### src/hw/rtl/psk_pkg.sv
`default_nettype none

package psk_pkg;

  localparam int unsigned DEPTH_W = 11;

  typedef enum logic [1:0] {
    MODE_QUERY = 2'd0,
    MODE_PUSH  = 2'd1,
    MODE_POP   = 2'd2,
    MODE_CLEAR = 2'd3
  } mode_e;

  typedef enum logic [1:0] {
    ST_OK      = 2'd0,
    ST_UNKNOWN = 2'd1,
    ST_EMPTY   = 2'd2,
    ST_FULL    = 2'd3
  } status_e;

  typedef enum logic [1:0] {
    OUT_ZERO = 2'd0,
    OUT_NODE = 2'd1,
    OUT_PUSH = 2'd2
  } out_kind_e;

  typedef enum logic [1:0] {
    VS_BASE = 2'd0,
    VS_NEW  = 2'd1,
    VS_NONE = 2'd2
  } ver_sel_e;

  typedef enum logic {
    NS_HEAD = 1'b0,
    NS_LINK = 1'b1
  } node_sel_e;

  typedef struct packed {
    logic      latch;
    logic      clear;
    logic      head_rd;
    logic      node_rd;
    node_sel_e node_sel;
    logic      push_wr;
    logic      pop_wr;
    logic      out_load;
    out_kind_e kind;
    ver_sel_e  ver_sel;
    status_e   status;
  } psk_cmd_t;

  typedef struct packed {
    logic unknown_in;
    logic head_null;
    logic link_null;
    logic vc_full;
    logic nc_full;
    logic out_free;
  } psk_stat_t;

endpackage

`default_nettype wire

### src/hw/rtl/psk_ctrl.sv
`default_nettype none

module psk_ctrl (
  input  wire logic               clk_i,
  input  wire logic               rst_ni,
  input  wire logic               in_valid_i,
  input  wire psk_pkg::mode_e     mode_i,
  output logic                    in_ready_o,
  input  wire psk_pkg::psk_stat_t stat_i,
  output psk_pkg::psk_cmd_t       cmd_o
);

  import psk_pkg::*;

  typedef enum logic [4:0] {
    S_IDLE = 5'b00001,
    S_HEAD = 5'b00010,
    S_LINK = 5'b00100,
    S_DEP  = 5'b01000,
    S_OUT  = 5'b10000
  } state_e;

  state_e    state_q, state_d;
  mode_e     mode_q, mode_d;
  out_kind_e kind_q, kind_d;
  ver_sel_e  vs_q, vs_d;
  status_e   st_q, st_d;

  always_comb begin
    state_d        = state_q;
    mode_d         = mode_q;
    kind_d         = kind_q;
    vs_d           = vs_q;
    st_d           = st_q;
    cmd_o          = '0;
    cmd_o.node_sel = NS_HEAD;
    cmd_o.kind     = kind_q;
    cmd_o.ver_sel  = vs_q;
    cmd_o.status   = st_q;
    in_ready_o     = (state_q == S_IDLE);
    unique case (state_q)
      S_IDLE: begin
        if (in_valid_i) begin
          cmd_o.latch = 1'b1;
          mode_d      = mode_i;
          if (mode_i == MODE_CLEAR) begin
            cmd_o.clear = 1'b1;
            kind_d      = OUT_ZERO;
            vs_d        = VS_NONE;
            st_d        = ST_OK;
            state_d     = S_OUT;
          end else if (stat_i.unknown_in) begin
            kind_d  = OUT_ZERO;
            vs_d    = VS_BASE;
            st_d    = ST_UNKNOWN;
            state_d = S_OUT;
          end else begin
            cmd_o.head_rd = 1'b1;
            state_d       = S_HEAD;
          end
        end
      end
      S_HEAD: begin
        vs_d    = VS_BASE;
        kind_d  = OUT_NODE;
        st_d    = ST_OK;
        state_d = S_OUT;
        if (mode_q == MODE_PUSH) begin
          if (stat_i.vc_full || stat_i.nc_full) begin
            st_d = ST_FULL;
            if (stat_i.head_null) begin
              kind_d = OUT_ZERO;
            end else begin
              cmd_o.node_rd = 1'b1;
            end
          end else if (stat_i.head_null) begin
            cmd_o.push_wr = 1'b1;
            kind_d        = OUT_PUSH;
            vs_d          = VS_NEW;
          end else begin
            cmd_o.node_rd = 1'b1;
            state_d       = S_DEP;
          end
        end else if (stat_i.head_null) begin
          kind_d = OUT_ZERO;
          st_d   = ST_EMPTY;
        end else if (mode_q == MODE_POP && !stat_i.vc_full) begin
          cmd_o.node_rd = 1'b1;
          state_d       = S_LINK;
        end else begin
          cmd_o.node_rd = 1'b1;
          if (mode_q == MODE_POP) begin
            st_d = ST_FULL;
          end
        end
      end
      S_LINK: begin
        cmd_o.pop_wr = 1'b1;
        vs_d         = VS_NEW;
        st_d         = ST_OK;
        state_d      = S_OUT;
        if (stat_i.link_null) begin
          kind_d = OUT_ZERO;
        end else begin
          cmd_o.node_rd  = 1'b1;
          cmd_o.node_sel = NS_LINK;
          kind_d         = OUT_NODE;
        end
      end
      S_DEP: begin
        cmd_o.push_wr = 1'b1;
        kind_d        = OUT_PUSH;
        vs_d          = VS_NEW;
        st_d          = ST_OK;
        state_d       = S_OUT;
      end
      S_OUT: begin
        if (stat_i.out_free) begin
          cmd_o.out_load = 1'b1;
          state_d        = S_IDLE;
        end
      end
      default: begin
        state_d = S_IDLE;
      end
    endcase
  end

  always_ff @(posedge clk_i or negedge rst_ni) begin
    if (!rst_ni) begin
      state_q <= S_IDLE;
      mode_q  <= MODE_QUERY;
      kind_q  <= OUT_ZERO;
      vs_q    <= VS_NONE;
      st_q    <= ST_OK;
    end else begin
      state_q <= state_d;
      mode_q  <= mode_d;
      kind_q  <= kind_d;
      vs_q    <= vs_d;
      st_q    <= st_d;
    end
  end

endmodule

`default_nettype wire

### config.mk
export PLATFORM = sky130hd
export DESIGN_NAME = psk_ctrl
export DESIGN_NICKNAME = d
export VERILOG_FILES = /design/src/hw/rtl/psk_pkg.sv /design/src/hw/rtl/psk_ctrl.sv
export SDC_FILE = /design/constraint.sdc
export NUM_CORES = 1
export LEC_CHECK = 0
export CAP_MARGIN = 20
export CELL_PAD_IN_SITES_DETAIL_PLACEMENT = 1
export CELL_PAD_IN_SITES_GLOBAL_PLACEMENT = 2
export CORE_MARGIN = 2
export CORE_UTILIZATION = 38
export DETAILED_ROUTE_END_ITERATION = 10
export DONT_BUFFER_PORTS = 1
export PLACE_DENSITY_LB_ADDON = 0.1
export SYNTH_ARGS = -nofsm -noshare
export SYNTH_HDL_FRONTEND = slang
export SYNTH_SLANG_ARGS = --single-unit
### constraint.sdc
create_clock -name clk_i -period 4 [get_ports clk_i]
set_clock_uncertainty 0.15 [all_clocks]
set_input_delay 0.6 -clock clk_i [delete_from_list [all_inputs] [get_ports clk_i]]
set_output_delay 0.6 -clock clk_i [all_outputs]
set_load 0.02 [all_outputs]
==> results of run 1 <==
==> routing by layer <==
layer | share of wire | up-vias | routed length, um
met5 | 0 | - | 0
met4 | 0.0093 | 0 | 17
met3 | 0.047 | 2 | 85
met2 | 0.48 | 15 | 884
met1 | 0.46 | 279 | 839
li1 | - | 290 | -
==> registers in the layout, indices dropped and copies added, names as in the netlist <==
signal and flops:
vs_q 2, kind_q 2, state_q 5, st_q 2
mode_q 2
==> area by class of cell <==
type                    instances  share of cell area
clock buffers                   4             0.03256
inverters                       5             0.02326
multi-input cells              58              0.4837
repair buffers                  1             0.01240
flip-flops and latches         13              0.4062
well taps                      27             0.04186
==> per-stage QoR <==
stage	cells	cell area, sq um
global route	108	807.0
finish	108	807.0
CTS	108	807.0
detailed placement	103	770.7
floorplan	81	779.5
global placement	103	770.7
==> cell usage after synthesis (2+ instances only) <==
library cell  number
nor2_1            12
dfrtp_1           11
inv_1              5
nand2_1            5
o22ai_1            4
a21o_2             3
a21oi_1            3
buf_6              3
nand3_1            3
o2bb2ai_1          3
dfstp_2            2
mux2_2             2
nand2b_1           2
nor4_1             2
o21ai_0            2
==> power groups by stage <==
stage / registers (mW) / clock network (mW) / logic, mW
floorplan: 0.227 / 0 / 0.180
global placement: 0.240 / 0 / 0.190
detailed placement: 0.243 / 0 / 0.191
CTS: 0.240 / 0.0851 / 0.196
global route: 0.248 / 0.0885 / 0.214
finish: 0.240 / 0.0812 / 0.191
==> logic make-up (layout without fill, tap and decap cells) <==
family	Yosys count	count (layout)	share of synthesized area
compound gates	22	22	0.2151
xor+xnor	2	2	0.02248
buf+inv	10	10	0.07864
simple gates	31	31	0.2151
flops	13	13	0.4205
mux	3	3	0.04815
==> critical path: stages, from the launching register on <==
cell and delay, ns:
dfrtp_1 0.47, or4b_4 0.58, or3b_1 0.55, nor2_1 0.44
==> final timing paths <==
path	start	endpoint	slack, ns	depth (start not counted)
hold reg to reg	vs_q[1]$_DFFE_PN1P_	vs_q[1]$_DFFE_PN1P_	0.45	1
max in group asynchronous	rst_ni	state_q[3]$_DFFE_PN0P_	2.72	1
setup reg to reg	state_q[1]$_DFFE_PN0P_	st_q[0]$_DFFE_PN0P_	1.57	4
min in group asynchronous	rst_ni	vs_q[0]$_DFFE_PN0P_	0.61	1
hold / removal	stat_i[2]	state_q[3]$_DFFE_PN0P_	0.24	1
setup / recovery	state_q[1]$_DFFE_PN0P_	cmd_o[12]	0.95	3
==> impl_metrics.toml, run 1 <==
[sta]
finalHoldViolCount = 0
tightest_slew_ns = 0.5764
layout_setup_ws_ns = 0.9495
min_period_ns = 3.051
fin_crit_sh = 0.7626
fin_tns_setup_ns = 0
setup_violations = 0
finalMaxSlewViolations = 0
hold_ws_ns = 0.2399
slew_headroom = 0.6144
rsz0062_at_grt = "false"
fmax_mhz = 327.8

[grt]
grtUsageMet2 = 0.2838
grtUsageMet1 = 0.1996
busiest_layer = "met2"
antenna_found_initial = 0
grt_pass1_wl_um = 2987
gr-usage-all-layers = 0.1650
overflow = 0
met3_usage = 0.02147
grt_pass1_vias = 659
grt_max_degree = 14

[yosys]
ys_ff_latch = 13
async_flop_share = 1.000
synth.net_count = 92
synth_top_area_share = 0.3531
avgSynthCellArea_sq_um = 9.623
synth-edff-count = 0
yosysSeqAreaShare = 0.4205
synth_area_leaders = "dfrtp_1 35%, dfstp_2 6.7%, nor2_1 5.8%"
yosys_warnings = 0
ys_dominant_reg_cell = "dfrtp_1"
synth_cell_types = 34
syn_inst = 81
syn_area_sq_um = 779.5
yosys.area.top_type = "dfrtp_1"

[clock_tree]
cts-htree-levels = 1
worstSkewPairLatency_ns = 0.27
cts_resized = 0
postCtsSetupBuffers = 0
clk_pin_slew_ns = 0.08
cts-root-buf = "clkbuf_4"
clock_path_buffers = 2
cts.sinks = 13
ctsHoldBuffers = 1
cts_tree = "built"
cts_buffers = 3

[drt]
wl_per_cell_um = 16.92
antenna_left = 0
dr.pass1.iters = 4
drc = 0
first_iter_violations = 1
vias_per_cell = 5.426
via_count = 586
drt-total-wl_um = 1827

[finish]
multi_input_area_sq_um = 390.4
seq_area_sq_um = 327.8
nets = 93
final_cell_mix = "12 x nor2_1, 11 x dfrtp_1, 5 x inv_1, 5 x nand2_1, 4 x o22ai_1"
final_util = 0.4156
areaGrowthSynthToFinish_pct = 3.531
n_antenna_cell = 0
drive_gt1_frac = 0.1728
n_fill_cell = 245
final_common_cell = "nor2_1"

[pwr]
combPwrFrac = 0.374
power_density_nw_per_um2 = 635.1
swShare = 0.4056
max-vdd-ir-drop_mv = 0.2673
p_leak_nw = 0.3784
clkPwrFrac = 0.158
fin_total_pwr_mw = 0.5125
intPower_mw = 0.3047
switching_power_mw = 0.2079
pwr-share-seq = 0.468

[setup_path]
worstPathRequired_ns = 3.25
path_class = "reg2out"
arrival_ns = 2.30
end_kind = "primary output"
cp-start-kind = "flip-flop"
worstPathMaxFanout = 9

[job]
maxCapViolations = 0

[placement]
hpwlAfterDp_um = 1444
place_ws_ns = 1.254
numPortBuffers = 0
routabilityCongestion = 0.6994

[die]
die_y_um = 49.29
core_area_sq_um = 1942
die_area_sq_um = 2430
die_w_um = 49.29
initial_utilization = 0.4014
num_io_pins = 26
row_count = 16

[status]
status = "finished, final reports clean"

[worst_hold_path]
min_path_type = "in2reg"
No activity file was read; power rests on OpenSTA's default activity.
==> run 2: changes to the inputs <==
--- a/config.mk
+++ b/config.mk
@@ -9,7 +9,7 @@
 export CELL_PAD_IN_SITES_DETAIL_PLACEMENT = 1
 export CELL_PAD_IN_SITES_GLOBAL_PLACEMENT = 2
 export CORE_MARGIN = 2
-export CORE_UTILIZATION = 38
+export CORE_UTILIZATION = 31
 export DETAILED_ROUTE_END_ITERATION = 10
 export DONT_BUFFER_PORTS = 1
 export PLACE_DENSITY_LB_ADDON = 0.1
==> constraint.sdc (replaced) <==
create_clock -name clk_i -period 2.5 [get_ports clk_i]
set_clock_uncertainty 0.15 [all_clocks]
set_input_delay 0.375 -clock clk_i [delete_from_list [all_inputs] [get_ports clk_i]]
set_output_delay 0.375 -clock clk_i [all_outputs]
set_load 0.02 [all_outputs]
==> run 2 against run 1 <==
  * Combinational power grew 110%
  * Register-to-register slack lost 1.5 ns
  * Via count increased by 15%
  * Power rose by 79%
  * Sequential cell count stayed put
  * Non-clock buffer count is 16 higher
  * Worst setup slack got worse by 0.94 ns
  * Global-route usage decreased by 0.46 points
  * Die area up 21%
  * Clock-buffer cell count did not move
  * Routed wire length is 16% higher
  * Critical path type unchanged
==> impl_metrics.toml, run 2 (synthesis results as in run 1) <==
[finish]
layoutNonFillerInstCount = 127
final_common_cell = "dfrtp_1"
nets = 109
multi_input_area_sq_um = 407.9
drive_gt1_frac = 0.2990
finish.instance_area_sq_um = 965.9
n_antenna_cell = 0
largest_reg_flops = 5
areaGrowthSynthToFinish_pct = 23.92
seq_area_sq_um = 327.8
n_fill_cell = 292
top_register = "state_q"
final_cell_mix = "11 x dfrtp_1, 10 x nor2_1, 10 x buf_4"

[grt]
antenna_found_initial = 0
grt_max_degree = 14
gr-usage-all-layers = 0.1604
overflow = 0
grtUsageMet1 = 0.2095
met3_usage = 0.03889
grt_pass1_wl_um = 3346
grtUsageMet2 = 0.2651
busiest_layer = "met2"
grt_pass1_vias = 727

[drt]
dr.pass1.iters = 4
antenna_left = 0
via_count = 673
vias_per_cell = 5.299
wl_per_cell_um = 16.71
first_iter_violations = 8
drc = 0
drt-total-wl_um = 2122

[sta]
setup_violations = 0
fin_crit_sh = 0.9949
finalMaxSlewViolations = 0
fmax_mhz = 402.0
hold_ws_ns = 0.03774
min_period_ns = 2.487
slew_headroom = 0.5793
rsz0062_at_grt = "true"
fin_tns_setup_ns = 0
layout_setup_ws_ns = 0.01272
tightest_slew_ns = 0.6290
finalHoldViolCount = 0

[clock_tree]
clk_pin_slew_ns = 0.09
cts.sinks = 13
clock_path_buffers = 2
cts-root-buf = "clkbuf_4"
cts_tree = "built"
cts_buffers = 3
worstSkewPairLatency_ns = 0.27
cts-htree-levels = 1

[setup_path]
worstPathRequired_ns = 1.98
crit_start = "state_q[0]$_DFFE_PN1P_"
arrival_ns = 1.96
worstPathMaxFanout = 5
r2r_start = "state_q[0]$_DFFE_PN1P_"
path_class = "reg2out"
end_kind = "primary output"
cp-start-kind = "flip-flop"

[placement]
numPortBuffers = 0
routabilityCongestion = 0.7636
placed_area_sq_um = 827.0
hpwlAfterDp_um = 1616
place_ws_ns = 0.07367
dp.cells = 113

[die]
die_w_um = 54.15
num_io_pins = 26
row_count = 18
core_area_sq_um = 2432
die_y_um = 54.15
initial_utilization = 0.3205
die_area_sq_um = 2932

[pwr]
power_density_nw_per_um2 = 949.1
max-vdd-ir-drop_mv = 0.3928
p_leak_nw = 0.4628

[job]
maxCapViolations = 0

[worst_hold_path]
min_from = "stat_i[0]"
min_path_type = "in2reg"

[status]
status = "finished, final reports clean"
run 2: path summary, 6_finish.rpt:
check | endpoint | slack (ns) | cells past startpoint
worst max-delay path | cmd_o[12] | 0.01 | 4
worst min-delay path | state_q[4]$_DFFE_PN0P_ | 0.04 | 1
worst max register to register | st_q[0]$_DFFE_PN0P_ | 0.10 | 5
worst min register to register | vs_q[1]$_DFFE_PN1P_ | 0.45 | 1
max in group asynchronous | kind_q[1]$_DFFE_PN0P_ | 1.39 | 1
min in group asynchronous | state_q[3]$_DFFE_PN0P_ | 0.40 | 1
run 2: report_power, final:
part	switching, mW	internal [mW]	total (mW)
Sequential	0.0970	0.280	0.377
Combinational	0.195	0.211	0.406
Clock	0.0716	0.0618	0.133
Total	0.364	0.553	0.917
run 2: area by class of cell:
cell class                      count  share of cell area
Clock buffer                        4             0.02720
Inverter                            5             0.01943
Timing Repair Buffer               17              0.1529
Tap cell                           30             0.03886
Multi-Input combinational cell     58              0.4223
Sequential cell                    13              0.3394
run 2: worst max-delay path, stage by stage, from the launching register on:
cell and delay, ns:
dfstp_2 0.54, or4b_4 0.47, or3b_4 0.46, nor2_4 0.10, buf_6 0.12
run 2: repair_timing:
item	in CTS	in global routing
gates resized for setup	4	3
pin swaps	2	2
setup endpoints to repair	3	2
endpoints found under the hold margin	14	1
hold buffers	3	2
setup buffers	5	0
run 2: layer usage:
metal	routed length, um	vias up	part of all wire
met1	977	328	0.46
met3	116	2	0.055
li1	-	323	-
met4	13	0	0.0061
met2	1014	20	0.48
met5	0	-	0
run 2: stage by stage:
stage	power [mW]	util
2_1_floorplan	0.6516	-
3_3_place_gp	0.7050	0.3400
3_5_place_dp	0.7113	0.3400
4_1_cts	0.9179	0.3843
5_1_grt	0.9876	0.3971
6_report	0.9168	0.3971
==> run 3: changes to the inputs <==
--- a/config.mk
+++ b/config.mk
@@ -12,6 +12,7 @@
 export CORE_UTILIZATION = 31
 export DETAILED_ROUTE_END_ITERATION = 10
 export DONT_BUFFER_PORTS = 1
+export HOLD_SLACK_MARGIN = 0.08
 export PLACE_DENSITY_LB_ADDON = 0.1
 export SYNTH_ARGS = -nofsm -noshare
 export SYNTH_HDL_FRONTEND = slang
==> run 3 against run 2 <==
  * Clock power hardly changed
  * Global-route usage is 0.40 points higher
  * Routed wire length is 1.3% higher
  * Combinational power hardly changed
  * Largest cell class unchanged
==> impl_metrics.toml, run 3 (synthesis results as in run 1) <==
[clock_tree]
worstSkewPairLatency_ns = 0.27
cts_buffers = 3
clock_path_buffers = 2
cts-root-buf = "clkbuf_4"
cts.sinks = 13
cts_tree = "built"
cts-htree-levels = 1
clk_pin_slew_ns = 0.08

[sta]
finalMaxSlewViolations = 0
tightest_slew_ns = 0.6296
slew_headroom = 0.5789
layout_setup_ws_ns = 0.01243
finalHoldViolCount = 0
fin_tns_setup_ns = 0
hold_ws_ns = 0.1001
fin_crit_sh = 0.9950
fmax_mhz = 402.0
rsz0062_at_grt = "true"
setup_violations = 0
min_period_ns = 2.488

[drt]
first_iter_violations = 7
wl_per_cell_um = 16.92
vias_per_cell = 5.307
drt-total-wl_um = 2149
antenna_left = 0
dr.pass1.iters = 4
via_count = 674
drc = 0

[grt]
gr-usage-all-layers = 0.1645
grt_max_degree = 14
overflow = 0
grt_pass1_vias = 745
antenna_found_initial = 0
grt_pass1_wl_um = 3436

[die]
row_count = 18
die_area_sq_um = 2932
num_io_pins = 26
die_y_um = 54.15
die_w_um = 54.15
core_area_sq_um = 2432
initial_utilization = 0.3205

[pwr]
max-vdd-ir-drop_mv = 0.3932
power_density_nw_per_um2 = 949.8
p_leak_nw = 0.4600
fin_total_pwr_mw = 0.9175

[finish]
final_cell_mix = "11 x dfrtp_1, 10 x nor2_1, 10 x buf_4"
final_common_cell = "dfrtp_1"
final_util = 0.3971
finish.instance_area_sq_um = 965.9
nets = 109
drive_gt1_frac = 0.2990
n_antenna_cell = 0
areaGrowthSynthToFinish_pct = 23.92
largest_reg_flops = 5
top_register = "state_q"
layoutNonFillerInstCount = 127
n_fill_cell = 296

[placement]
routabilityCongestion = 0.7636
place_ws_ns = 0.07367
placed_area_sq_um = 827.0
numPortBuffers = 0
dp.cells = 113
hpwlAfterDp_um = 1616

[setup_path]
worstPathMaxFanout = 5
cp-start-kind = "flip-flop"
path_class = "reg2out"
worstPathRequired_ns = 1.98
end_kind = "primary output"
arrival_ns = 1.96

[status]
status = "finished, final reports clean"

[worst_hold_path]
min_path_type = "in2reg"

[job]
maxCapViolations = 0
run 3: cell counts in the layout (fill, tap and decap cells not counted):
No cell type changed its count.
run 3: final cells by class:
cell class / count / area (sq um) / share of cell area
well taps: 30 / 37.54 / 0.03886
repair buffers: 17 / 147.6 / 0.1529
clock buffers: 4 / 26.28 / 0.02720
inverters: 5 / 18.77 / 0.01943
flip-flops and latches: 13 / 327.8 / 0.3394
multi-input cells: 58 / 407.9 / 0.4223
run 3: repair_timing:
item                       in CTS  in global routing
pin swaps                       2                  2
resized for setup               4                  3
gates cloned                    0                  0
hold endpoints to repair       16                  0
hold buffers                    5                  0
setup endpoints to repair       3                  2
buffers inserted                5                  0
run 3: routing by layer:
layer	GRT usage	part of all wire	routed length (um)
met5	0	0	0
met4	0.03750	0.0060	13
met3	0.03889	0.054	116
met2	0.2711	0.48	1033
met1	0.2164	0.46	985
run 3: final timing paths:
check	from	slack (ns)	depth (start not counted)	to
worst min register to register	vs_q[1]$_DFFE_PN1P_	0.45	1	vs_q[1]$_DFFE_PN1P_
worst min-delay path	mode_i[0]	0.10	1	mode_q[0]$_DFFE_PN0P_
max in group asynchronous	rst_ni	1.39	1	kind_q[1]$_DFFE_PN0P_
worst max register to register	state_q[0]$_DFFE_PN1P_	0.10	5	st_q[0]$_DFFE_PN0P_
min in group asynchronous	rst_ni	0.40	1	state_q[3]$_DFFE_PN0P_
worst max-delay path	state_q[0]$_DFFE_PN1P_	0.01	4	cmd_o[12]
run 3: worst max-delay path, cell delays in order, from the launching register on:
cell     delay [ns]
dfstp_2        0.54
or4b_4         0.47
or3b_4         0.46
nor2_4         0.10
buf_6          0.12
run 3: power by group:
part           internal (mW)  leakage, nW  total [mW]  switching, mW
Clock                 0.0618       0.0150       0.133         0.0714
Combinational          0.212        0.280       0.407          0.195
Sequential             0.280        0.165       0.377         0.0968
